### src/rtl/core/sscg_ram.sv
// generic single write port ram with registered read
module sscg_ram #(
  parameter int WIDTH = 8,
  parameter int DEPTH = 16
) (
  input  logic                                   clk,
  input  logic                                   we,
  input  logic [((DEPTH > 1) ? $clog2(DEPTH) : 1)-1:0] waddr,
  input  logic [WIDTH-1:0]                       wdata,
  input  logic [((DEPTH > 1) ? $clog2(DEPTH) : 1)-1:0] raddr,
  output logic [WIDTH-1:0]                       rdata
);

  logic [WIDTH-1:0] mem [DEPTH];

  always_ff @(posedge clk) begin
    if (we) begin
      mem[waddr] <= wdata;
    end
    rdata <= mem[raddr];
  end

endmodule

### config.mk
export PLATFORM = sky130hd
export DESIGN_NAME = sscg_ram
export DESIGN_NICKNAME = d
export VERILOG_FILES = /design/src/rtl/core/sscg_ram.sv
export SDC_FILE = /design/constraint.sdc
export NUM_CORES = 1
export LEC_CHECK = 0
export ABC_AREA = 1
export BUFFER_PORTS_ARGS = -buffer_cell sky130_fd_sc_hd__buf_2
export CAP_MARGIN = 20
export CORE_MARGIN = 3
export CORE_UTILIZATION = 29
export CTS_BUF_LIST = sky130_fd_sc_hd__clkbuf_8
export DETAILED_ROUTE_END_ITERATION = 8
export PLACE_DENSITY = 0.43
export SLEW_MARGIN = 20
export SYNTH_ARGS = -nofsm -noshare
export SYNTH_HDL_FRONTEND = slang
export SYNTH_SLANG_ARGS = --single-unit
### constraint.sdc
create_clock -name clk -period 3.3 [get_ports clk]
set_input_delay 0.66 -clock clk [delete_from_list [all_inputs] [get_ports clk]]
set_output_delay 0.66 -clock clk [all_outputs]
set_load 0.1 [all_outputs]
==> results.md <==
- Status: finished clean
- Clock Skew: 11.51 ps
- Clock-pin slew on the worst setup and hold paths: 70 ps
- Sink Count: 136
- Count of endpoints failing setup in the final report: 0
- Post-DP HPWL: 8.514 mm
- CTS Buffer Depth: 2
- Final hold viol count: 0
- Worst vdd ir: 213.9 uV
- Mapped cell area: 5767 sq um
- DRT Pass-1 Iters: 4
- Vias in the first global route: 3,504
- First-pass GRT wire length: 21.31 mm
- Post-Syn Nets: 569
- DIE AREA: 21,610 sq um
- LEAKAGE: 2.756 nW
- Drc violations: 0
- Max stage delay on crit path: 460 ps
- Cell count after synthesis: 551
- Synth cell types: 12
- Int Power: 0.002785 W
- P_sw: 0.0008881 W
- Hold-fix buffers, CTS: 0
- Placed instance area: 6086 sq um
- P&R area growth vs syn: 12.63%
- Htree depth: 4
- Crit end category: output pin
- Buf+Inv Stages, Crit Path: 1
- Highest-count cells in the layout ignoring fill and taps: nand2_1, edfxtp_1, inv_1, nand3_1, buf_2
- Drt wl/cell: 16.37 microns
- Chip height: 147.0 microns
- Via Count: 3,639
- Max-Cap Viols: 0
- Worst-Skew Late Latency: 450 ps
- Post-CTS setup repair buffer count: 0
- Initial Util: 30.12%
- Critical Path Fanout Max: 1
- Setup_tns: 0 ps
- Critical Path Start Type: flip-flop
- CP max-delay cell: buf_2
- Tmin final: 1936 ps
- Ant. Diodes: 0
- Relative slew slack: 41.44%
- Placed cell count: 815
- Initial antenna violation count: 0
- Overflow after GRT: 0
- Share of power burned in registers: 52.9%
- Initial DRC count: 337
- Final Cell Area: 6495 sq um
- Syn Area/Cell: 10.47 sq um
- Ports: 26
- FF+latch count, synth: 136
- Vias per cell: 4.296
- Most common cell after layout, fill and taps aside: nand2_1
- Logic pwr share: 8.5%
- Crit path DAT: 1280 ps
- Post-synthesis sequential area ratio: 69.43%
- Cell family with the largest share of critical-path delay: buffers and inverters
- Root Driver: clkbuf_8
- Fill cells: 1,965
- Layout Cells excl Fill: 847
- # rows: 50
- Hold Path Class: input pin to flip-flop
- Gpl congestion: 0.7699
- RSZ-0062 raised after global routing: false
- Share of cells above drive strength 1: 10.05%
- CTS tree: done
- Multi-input logic area: 1214 sq um
- WP data required: 2640 ps
- Max-slew violations: 0
- Routed wire length: 13.87 mm
- Nets: 592
- Clk pwr share: 38.6%
- Fmax: 516.6 MHz
- Final cycle utilization of the critical path: 58.66%
- Tot Pwr: 0.003673 W
- Largest net degree at the start of global routing: 65
- GRT Total Usage: 13.37%
- Sw Ratio: 24.18%
- Total CTS buffers: 17
- Reg area: 4004 sq um
- Core Box Area: 19,140 sq um
- Worst Max-Slew Pin Slew: 875.2 ps
- R2R setup slack: 2220 ps
- Worst path cell trace: buf_2
- CTS resizes: 0
- Pwr dens: 565.5 nW/um^2
- Warnings, synthesis: 0
- DRT antenna net count: 0
- PortBufs: 25
- CP Class: flip-flop to output pin
- Die W: 147.0 microns
[synth_stat cells]
cell type	number	area share, %
edfxtp_1	128	67
buf_6	6	1.2
dfxtp_1	8	2.8
inv_1	100	6.5
nand3b_1	2	0.26
nand2_1	173	11
nand3_1	97	8.4
buf_1	1	0.065
buf_4	4	0.52
inv_2	2	0.13
nor2_1	17	1.1
buf_2	13	1.1
[cells by family after synthesis]
group | share of synthesized area, %
AND/OR/NAND/NOR | 21.05
flip-flops | 69.43
buffers and inverters | 9.525
[flip-flops by register name (all words and copies together) (netlist names)]
name	count
mem	128
rdata	8
[worst register-to-register path, delay by kind of cell (launching register included)]
kind          cells  cell delay (ps)
buf+inv           1               60
flops             1              370
simple gates      5              550
[cell type report]
type	instances	share of cell area, %
flip-flops and latches	136	61.65
multi-input cells	289	18.69
inverters	102	5.895
well taps	260	5.009
clock buffers	20	4.238
repair buffers	28	2.466
clock inverters	12	2.061
[final timing paths]
path                                  from       end  cells past startpoint
worst max-delay path              rdata[3]  rdata[3]                      1
worst min register to register  mem[12][1]  rdata[1]                      6
worst min-delay path              raddr[3]  rdata[3]                      3
worst max register to register   mem[6][1]  rdata[1]                      6
[power groups by stage]
stage	Clock (W)	Sequential [W]	Combinational (W)
global route	0.00153	0.00194	0.000344
CTS	0.00144	0.00194	0.000319
detailed placement	0	0.00198	0.000318
floorplan	0	0.00206	0.000136
finish	0.00142	0.00194	0.000314
global placement	0	0.00198	0.000318
[metrics by stage]
stage / util [%] / setup slack (ps) / hold slack, ps
after floorplan: - / 1689 / 607.4
after global placement: 31.79 / 1101 / 671.9
after detailed placement: 31.79 / 1061 / 662.4
after CTS: 33.93 / 1334 / 568.9
after global routing: 33.93 / 1311 / 580.9
final: 33.93 / 1364 / 591.8
[metal layers]
| metal | GRT usage (%) | vias to the layer above | wire length (microns) |
|---|---|---|---|
| li1 | - | 1816 | - |
| met1 | 19.10 | 1723 | 6782 |
| met2 | 19.96 | 87 | 6235 |
| met3 | 3.331 | 13 | 688 |
| met4 | 4.473 | 0 | 161 |
| met5 | 0 | - | 0 |
Power figures use the tool's default switching activity.
